### src/design/kpe_pkg.sv
`timescale 1ns / 1ps

package kpe_pkg;

    localparam int ROW_W   = 8;
    localparam int VALUE_W = 32;
    localparam int DIM_W   = 4;
    localparam int IDX_W   = 11;
    localparam int PROD_W  = 64;
    localparam int CFG_W   = 2;
    localparam int S_DATA_W = 48;
    localparam int M_DATA_W = 88;

    typedef enum logic {
        OP_LOAD = 1'b0,
        OP_EMIT = 1'b1
    } op_t;

    typedef enum logic [CFG_W-1:0] {
        CFG_B_ROWS = 2'd0,
        CFG_B_COLS = 2'd1
    } cfg_index_t;

    typedef enum logic {
        ST_IDLE = 1'b0,
        ST_RUN  = 1'b1
    } state_t;

    typedef struct packed {
        op_t                       op;
        logic [ROW_W-1:0]          row;
        logic [ROW_W-1:0]          col;
        logic signed [VALUE_W-1:0] value;
    } cmd_t;

endpackage

### src/design/kpe_front.sv
`timescale 1ns / 1ps

module kpe_front #(
    parameter int MAX_B_ROWS = 8,
    parameter int MAX_B_COLS = 8,
    parameter int MAX_A_DIM  = 256
) (
    input  logic                          s_tvalid,
    output logic                          s_tready,
    input  logic [kpe_pkg::S_DATA_W-1:0]  s_tdata,
    input  logic                          s_tuser,
    input  logic                          q_full,
    output logic                          q_push,
    output kpe_pkg::cmd_t                 q_cmd
);
    import kpe_pkg::*;

    logic in_range;

    always_comb
    begin
        q_cmd.op    = op_t'(s_tuser);
        q_cmd.row   = s_tdata[ROW_W-1:0];
        q_cmd.col   = s_tdata[2*ROW_W-1:ROW_W];
        q_cmd.value = s_tdata[2*ROW_W+VALUE_W-1:2*ROW_W];
        if (q_cmd.op == OP_LOAD)
        begin
            in_range = ({1'b0, q_cmd.row} < 9'(MAX_B_ROWS))
                    && ({1'b0, q_cmd.col} < 9'(MAX_B_COLS));
        end
        else
        begin
            in_range = ({1'b0, q_cmd.row} < 9'(MAX_A_DIM))
                    && ({1'b0, q_cmd.col} < 9'(MAX_A_DIM));
        end
    end

    // drop out-of-range transactions after accepting them
    assign s_tready = !q_full;
    assign q_push   = s_tvalid && !q_full && in_range;

endmodule

### src/design/kpe_fifo.sv
`timescale 1ns / 1ps

module kpe_fifo (
    input  logic          clk,
    input  logic          rst_n,
    input  logic          push,
    input  kpe_pkg::cmd_t push_cmd,
    output logic          full,
    input  logic          pop,
    output logic          pop_valid,
    output kpe_pkg::cmd_t pop_cmd
);
    import kpe_pkg::*;

    cmd_t       entry_reg [2];
    logic       wr_ptr_reg;
    logic       wr_ptr_next;
    logic       rd_ptr_reg;
    logic       rd_ptr_next;
    logic [1:0] count_reg;
    logic [1:0] count_next;
    logic       do_push;
    logic       do_pop;

    assign full      = (count_reg == 2'd2);
    assign pop_valid = (count_reg != 2'd0);
    assign pop_cmd   = entry_reg[rd_ptr_reg];
    assign do_push   = push && !full;
    assign do_pop    = pop && pop_valid;

    always_comb
    begin
        wr_ptr_next = do_push ? !wr_ptr_reg : wr_ptr_reg;
        rd_ptr_next = do_pop ? !rd_ptr_reg : rd_ptr_reg;
        count_next  = count_reg + {1'b0, do_push} - {1'b0, do_pop};
    end

    always_ff @(posedge clk or negedge rst_n)
    begin
        if (!rst_n)
        begin
            wr_ptr_reg <= 1'b0;
            rd_ptr_reg <= 1'b0;
            count_reg  <= 2'd0;
        end
        else
        begin
            wr_ptr_reg <= wr_ptr_next;
            rd_ptr_reg <= rd_ptr_next;
            count_reg  <= count_next;
        end
    end

    always_ff @(posedge clk)
    begin
        if (do_push)
        begin
            entry_reg[wr_ptr_reg] <= push_cmd;
        end
    end

endmodule

### src/design/kpe_back.sv
`timescale 1ns / 1ps

module kpe_back #(
    parameter int MAX_B_ROWS = 8,
    parameter int MAX_B_COLS = 8
) (
    input  logic                          clk,
    input  logic                          rst_n,
    input  logic                          q_valid,
    input  kpe_pkg::cmd_t                 q_cmd,
    output logic                          q_pop,
    input  logic [kpe_pkg::DIM_W-1:0]     rows,
    input  logic [kpe_pkg::DIM_W-1:0]     cols,
    output logic                          m_tvalid,
    input  logic                          m_tready,
    output logic [kpe_pkg::M_DATA_W-1:0]  m_tdata,
    output logic                          m_tlast
);
    import kpe_pkg::*;

    localparam int DEPTH = MAX_B_ROWS * MAX_B_COLS;
    localparam int AW    = (DEPTH > 1) ? $clog2(DEPTH) : 1;
    localparam int RW    = (MAX_B_ROWS > 1) ? $clog2(MAX_B_ROWS) : 1;
    localparam int CW    = (MAX_B_COLS > 1) ? $clog2(MAX_B_COLS) : 1;

    logic [VALUE_W-1:0] mem [DEPTH];

    state_t                    state_reg;
    state_t                    state_next;
    logic [RW-1:0]             ib_reg;
    logic [RW-1:0]             ib_next;
    logic [CW-1:0]             jb_reg;
    logic [CW-1:0]             jb_next;
    logic [IDX_W-1:0]          row_base_reg;
    logic [IDX_W-1:0]          col_base_reg;
    logic signed [VALUE_W-1:0] a_reg;

    logic                      s1_valid_reg;
    logic [IDX_W-1:0]          s1_row_reg;
    logic [IDX_W-1:0]          s1_col_reg;
    logic                      s1_last_reg;
    logic signed [VALUE_W-1:0] s1_a_reg;
    logic signed [VALUE_W-1:0] s1_b_reg;

    logic                      out_valid_reg;
    logic [IDX_W-1:0]          out_row_reg;
    logic [IDX_W-1:0]          out_col_reg;
    logic signed [PROD_W-1:0]  out_prod_reg;
    logic signed [PROD_W-1:0]  out_prod_next;
    logic                      out_last_reg;

    logic                      advance;
    logic                      mem_we;
    logic                      start;
    logic                      issue;
    logic                      issue_last;
    logic                      row_end;
    logic [AW-1:0]             wr_addr;
    logic [AW-1:0]             rd_addr;

    assign advance    = !out_valid_reg || m_tready;
    assign row_end    = (DIM_W'(jb_reg) == cols - 1'b1);
    assign issue_last = row_end && (DIM_W'(ib_reg) == rows - 1'b1);
    assign wr_addr    = AW'(32'(q_cmd.row) * MAX_B_COLS + 32'(q_cmd.col));
    assign rd_addr    = AW'(32'(ib_reg) * MAX_B_COLS + 32'(jb_reg));

    always_comb
    begin
        state_next = state_reg;
        case (state_reg)
            ST_IDLE:
            begin
                if (q_valid && q_cmd.op == OP_EMIT)
                begin
                    state_next = ST_RUN;
                end
            end
            ST_RUN:
            begin
                if (advance && issue_last)
                begin
                    state_next = ST_IDLE;
                end
            end
            default:
            begin
                state_next = ST_IDLE;
            end
        endcase
    end

    always_comb
    begin
        q_pop  = 1'b0;
        mem_we = 1'b0;
        start  = 1'b0;
        issue  = 1'b0;
        case (state_reg)
            ST_IDLE:
            begin
                q_pop  = q_valid;
                mem_we = q_valid && (q_cmd.op == OP_LOAD);
                start  = q_valid && (q_cmd.op == OP_EMIT);
            end
            ST_RUN:
            begin
                issue = advance;
            end
            default:
            begin
                q_pop = 1'b0;
            end
        endcase
    end

    always_comb
    begin
        ib_next = ib_reg;
        jb_next = jb_reg;
        if (start)
        begin
            ib_next = '0;
            jb_next = '0;
        end
        else if (issue)
        begin
            if (row_end)
            begin
                jb_next = '0;
                ib_next = ib_reg + 1'b1;
            end
            else
            begin
                jb_next = jb_reg + 1'b1;
            end
        end
    end

    assign out_prod_next = s1_a_reg * s1_b_reg;

    always_ff @(posedge clk or negedge rst_n)
    begin
        if (!rst_n)
        begin
            state_reg     <= ST_IDLE;
            ib_reg        <= '0;
            jb_reg        <= '0;
            s1_valid_reg  <= 1'b0;
            out_valid_reg <= 1'b0;
        end
        else
        begin
            state_reg <= state_next;
            ib_reg    <= ib_next;
            jb_reg    <= jb_next;
            if (advance)
            begin
                s1_valid_reg  <= issue;
                out_valid_reg <= s1_valid_reg;
            end
        end
    end

    always_ff @(posedge clk)
    begin
        if (mem_we)
        begin
            mem[wr_addr] <= q_cmd.value;
        end
        if (advance)
        begin
            s1_b_reg <= mem[rd_addr];
        end
    end

    always_ff @(posedge clk)
    begin
        if (start)
        begin
            row_base_reg <= IDX_W'(q_cmd.row) * IDX_W'(rows);
            col_base_reg <= IDX_W'(q_cmd.col) * IDX_W'(cols);
            a_reg        <= q_cmd.value;
        end
        if (advance)
        begin
            s1_row_reg   <= row_base_reg + IDX_W'(ib_reg);
            s1_col_reg   <= col_base_reg + IDX_W'(jb_reg);
            s1_last_reg  <= issue_last;
            s1_a_reg     <= a_reg;
            out_row_reg  <= s1_row_reg;
            out_col_reg  <= s1_col_reg;
            out_last_reg <= s1_last_reg;
            out_prod_reg <= out_prod_next;
        end
    end

    assign m_tvalid = out_valid_reg;
    assign m_tlast  = out_last_reg;
    assign m_tdata  = {{(M_DATA_W-PROD_W-2*IDX_W){1'b0}}, out_prod_reg, out_col_reg,
                       out_row_reg};

`ifndef SYNTHESIS
    a_pop_only_idle: assert property (@(posedge clk) disable iff (!rst_n)
        q_pop |-> state_reg == ST_IDLE)
        else $error("command popped while a block is being emitted");

    a_last_ends_run: assert property (@(posedge clk) disable iff (!rst_n)
        issue && issue_last |=> state_reg == ST_IDLE)
        else $error("run continues after its last product");

    a_stall_holds: assert property (@(posedge clk) disable iff (!rst_n)
        !advance && s1_valid_reg |=> s1_valid_reg)
        else $error("product lost in stalled pipeline");

    a_counters_bounded: assert property (@(posedge clk) disable iff (!rst_n)
        state_reg == ST_RUN |-> (DIM_W'(ib_reg) < rows) && (DIM_W'(jb_reg) < cols))
        else $error("B index beyond configured dimensions");
`endif

endmodule

### src/design/kronecker_product_engine_core.sv
`timescale 1ns / 1ps

// Channel   Direction  Signals                                 Contents
// s_*       in         s_tvalid s_tready s_tdata s_tuser       A element or B load
// m_*       out        m_tvalid m_tready m_tdata m_tlast       one product of the block
// cfg_*     in         cfg_valid cfg_ready cfg_index cfg_data  b_rows, b_cols
//
// In the back end a B load is stored when it is popped; an A element is popped, then one
// store read is issued per product, and each product passes the s1 and output registers.
// The store read port and the single multiplier set the one product per cycle while m_tready does not stall.
// Reset clears the queue, the pipeline and sets b_rows = b_cols = 1; the B store is not
// cleared and must be loaded before use. A stalled m_tready holds the back-end pipeline and run,
// while idle pops and B loads go on; the front keeps accepting until the two-entry queue fills.

module kronecker_product_engine_core #(
    parameter int MAX_B_ROWS = 8,
    parameter int MAX_B_COLS = 8,
    parameter int MAX_A_DIM  = 256
) (
    input  logic                          clk,
    input  logic                          rst_n,
    input  logic                          s_tvalid,
    output logic                          s_tready,
    input  logic [kpe_pkg::S_DATA_W-1:0]  s_tdata,   // row[7:0], col[15:8], value[47:16]
    input  logic                          s_tuser,   // operation
    output logic                          m_tvalid,
    input  logic                          m_tready,
    output logic [kpe_pkg::M_DATA_W-1:0]  m_tdata,   // result_row[10:0], result_col[21:11],
                                                     // product[85:22], zero[87:86]
    output logic                          m_tlast,
    input  logic                          cfg_valid,
    output logic                          cfg_ready,
    input  logic [kpe_pkg::CFG_W-1:0]     cfg_index,
    input  logic [kpe_pkg::DIM_W-1:0]     cfg_data
);
    import kpe_pkg::*;

    logic [DIM_W-1:0] b_rows_reg;
    logic [DIM_W-1:0] b_cols_reg;
    logic [DIM_W-1:0] rows;
    logic [DIM_W-1:0] cols;
    logic             q_push;
    logic             q_full;
    logic             q_pop;
    logic             q_valid;
    cmd_t             push_cmd;
    cmd_t             pop_cmd;

    assign cfg_ready = 1'b1;

    always_ff @(posedge clk or negedge rst_n)
    begin
        if (!rst_n)
        begin
            b_rows_reg <= DIM_W'(1);
            b_cols_reg <= DIM_W'(1);
        end
        else if (cfg_valid)
        begin
            case (cfg_index)
                CFG_B_ROWS: b_rows_reg <= cfg_data;
                CFG_B_COLS: b_cols_reg <= cfg_data;
                default:    b_rows_reg <= b_rows_reg;
            endcase
        end
    end

    // clamp dimensions into 1..max
    always_comb
    begin
        if (b_rows_reg == '0)
            rows = DIM_W'(1);
        else if (b_rows_reg > DIM_W'(MAX_B_ROWS))
            rows = DIM_W'(MAX_B_ROWS);
        else
            rows = b_rows_reg;
        if (b_cols_reg == '0)
            cols = DIM_W'(1);
        else if (b_cols_reg > DIM_W'(MAX_B_COLS))
            cols = DIM_W'(MAX_B_COLS);
        else
            cols = b_cols_reg;
    end

    kpe_front #(
        .MAX_B_ROWS (MAX_B_ROWS),
        .MAX_B_COLS (MAX_B_COLS),
        .MAX_A_DIM  (MAX_A_DIM)
    ) u_front (
        .s_tvalid (s_tvalid),
        .s_tready (s_tready),
        .s_tdata  (s_tdata),
        .s_tuser  (s_tuser),
        .q_full   (q_full),
        .q_push   (q_push),
        .q_cmd    (push_cmd)
    );

    kpe_fifo u_fifo (
        .clk       (clk),
        .rst_n     (rst_n),
        .push      (q_push),
        .push_cmd  (push_cmd),
        .full      (q_full),
        .pop       (q_pop),
        .pop_valid (q_valid),
        .pop_cmd   (pop_cmd)
    );

    kpe_back #(
        .MAX_B_ROWS (MAX_B_ROWS),
        .MAX_B_COLS (MAX_B_COLS)
    ) u_back (
        .clk      (clk),
        .rst_n    (rst_n),
        .q_valid  (q_valid),
        .q_cmd    (pop_cmd),
        .q_pop    (q_pop),
        .rows     (rows),
        .cols     (cols),
        .m_tvalid (m_tvalid),
        .m_tready (m_tready),
        .m_tdata  (m_tdata),
        .m_tlast  (m_tlast)
    );

endmodule
### config.mk
export PLATFORM = sky130hd
export DESIGN_NAME = kronecker_product_engine_core
export DESIGN_NICKNAME = d
export VERILOG_FILES = /design/src/design/kpe_pkg.sv /design/src/design/kpe_front.sv /design/src/design/kpe_fifo.sv /design/src/design/kpe_back.sv /design/src/design/kronecker_product_engine_core.sv
export SDC_FILE = /design/constraint.sdc
export NUM_CORES = 2
export LEC_CHECK = 0
export ABC_AREA = 1
export BUFFER_PORTS_ARGS = -buffer_cell sky130_fd_sc_hd__buf_2
export CORE_MARGIN = 1.5
export CORE_UTILIZATION = 55
export CTS_BUF_LIST = sky130_fd_sc_hd__clkbuf_16
export CTS_CLUSTER_DIAMETER = 150
export DETAILED_ROUTE_END_ITERATION = 12
export GPL_ROUTABILITY_DRIVEN = 0
export PLACE_DENSITY_LB_ADDON = 0.2
export SLEW_MARGIN = 20
export SYNTH_ARGS = -nofsm -noshare
export SYNTH_HDL_FRONTEND = slang
export SYNTH_SLANG_ARGS = --single-unit
### constraint.sdc
create_clock -name clk -period 9.93 [get_ports clk]
set_input_delay 0.993 -clock clk [delete_from_list [all_inputs] [get_ports clk]]
set_output_delay 0.993 -clock clk [all_outputs]
set_load 0.05 [all_outputs]
==> metrics.txt <==
WS Path Type=flip-flop to flip-flop; Post-Route WL=364 mm; TritonCTS clock tree=built; Boundary Pins=152; post-cts resize count=0; Layout Nets=13500; wire per inst=23.4 um; Yosys top cell by area=edfxtp_1; vias in the first global route=92000; Most used DFF post-synth=edfxtp_1; status=complete, no violations; async set-reset flop share out of synthesis=0.00877; first-pass GRT wire length=555 mm; Post-DRT Antenna Nets=0; FP Rows=180; RSZ-0062 raised after global routing=false; Fin Clk Skew=0.0897 ns; most common cell after layout, fill and taps aside=edfxtp_1; Data required, critical path=10.56 ns; CP Max Fanout=32; Starting DRT DRC Count=10500; via/cell ratio=5.81; period utilization=0.801; fin. max-slew vios=0; placed instance area=137000 um^2; max reg flops=2048; clk sinks=2395; Mapped Cells=about 12000; Initial Util=0.553; HP Class=primary input to asynchronous set/reset pin; Hold Buf Count CTS=0; Worst R2R Setup Slack=1.97 ns; IO buf count=148; Fin. Hold Viols=0; Total GRT Usage=0.301; Finished Cell Area=145000 um^2; share of the synthesized area in the top cell type=0.537; post-CTS setup buffers=0; # setup viols final=0; Pre-antenna DRT Iters=6; Die Width=slightly below 500 um; Fmax=around 130 MHz; Max-slew headroom=0.258; Die Span Y=495 um; CTS root buf=clkbuf_16; worst skew pair latency=a little over 0.9 ns; Crit. End Element=flip-flop; EDFF count, synth=~2400; Synth area leaders=edfxtp_1 (54%), fa_1 (17%), nand2_1 (6.6%); Synth Cell Area=133000 um^2; grt ovf=0; Max Cap Viol=0; core region area=240000 um^2; Avg Cell Area, Syn=roughly 11 um^2; post-synthesis cell type count=38; # H-tree levels=4; initial antenna violation count=16; clk buf depth=3; min cycle time layout=slightly below 8 ns; largest net degree at the start of global routing=195; layout cell share with drive strength beyond 1=0.0714; CTS Buf Count=239; origin of the critical flop-to-flop path=u_back.s1_a_reg[31]; CTS clk-pin slew, worst paths=0.07 ns; most frequent cells in the layout=edfxtp_1 (2374), nand2_1 (2320), inv_1 (1861); critical path launch point type=flip-flop; Slew @ Worst Pin=1.11 ns; hpwl dp=about 230 mm; vias=90400; total die area=245000 um^2; Layout area overhead=9.36%; CP Launch Point=u_back.s1_a_reg[31]; FF+latch count, synth=2395; sequential-to-total area share from yosys stat=0.540; Synth warnings=0; post-route DRC violation count=0; crit path DAT=8.58 ns; final setup TNS=0 ns
per-layer routing:
metal / track usage / wire [um]
met5: 0 / 23
met3: 0.0534 / 37000
met1: 0.414 / 143000
met2: 0.480 / 170000
met4: 0.117 / 14800
cells by family after synthesis:
kind of cell,after synthesis,share of synthesized area
AOI/OAI and AO/OA,1671,0.0679
xor gates and xnor gates,86,0.00567
adders and majority gates,1334,0.188
buffers and inverters,2487,0.0719
DFF,2395,0.540
muxes,1,0.0000753
other,2,0.0000565
and+or+nand+nor,4213,0.126
worst max-delay path, stage by stage, from the launching register on:
cell and delay (ns):
edfxtp_1 0.32, buf_4 0.33, nand2_1 0.21, inv_1 0.12
fa_1 0.40, inv_1 0.24, fa_1 0.46, inv_1 0.21
fa_1 0.50, fa_1 0.85, inv_1 0.36, fa_1 0.57
inv_1 0.05, fa_1 0.53, inv_1 0.05, fa_1 0.47
fa_1 0.52, inv_1 0.04, ha_1 0.40, nand2_1 0.13
nor2_1 0.17, inv_1 0.07, nor2_1 0.14, nand2_1 0.11
nor3_1 0.14, nand2_1 0.13, nand4_1 0.12, nand2_1 0.06
metrics by stage:
stage	util	cells	hold WS (ns)	setup slack, ns
after floorplan	-	12200	0.400	2.70
after global placement	0.572	15100	0.402	1.87
after detailed placement	0.572	15100	0.405	1.85
after CTS	0.605	15500	0.0256	1.79
after global routing	0.605	15500	0.0724	1.31
final	0.605	15600	0.0571	1.97
synthesized netlist by cell type, types with 13 or more instances:
library cell / number
edfxtp_1: 2374
nand2_1: 2354
inv_1: 1829
nor2_1: 1232
fa_1: 1109
o21ai_0: 1041
nand3_1: 538
clkbuf_1: 482
o22ai_1: 480
ha_1: 225
buf_2: 130
a21oi_1: 125
xor2_1: 71
buf_1: 28
or2_2: 22
dfrtp_1: 19
nand4_1: 19
xnor2_1: 15
buf_4: 14
nand2_2: 13
nor3_1: 13
path summary, 6_finish.rpt:
kind,to,cells after the start
worst max-delay path,u_back.out_prod_reg[56],27
worst min-delay path,b_rows_reg[3],1
worst max register to register,u_back.out_prod_reg[56],27
worst min register to register,u_back.s1_a_reg[14],0
max in group asynchronous,u_back.jb_reg[2],1
min in group clk,u_fifo.entry_reg[0][34],1
cell type report:
type	count	area (um^2)
fillers	18800	95000
flip-flops and latches	2395	71800
multi-input cells	7308	52100
inverters	1833	6910
clock buffers	240	6010
well taps	3185	3990
repair buffers	374	2570
clock inverters	212	1900
diodes	4	10.0
Power is not shown: default switching activity piles up to over one toggle a cycle in this logic, so the estimate is an artifact.
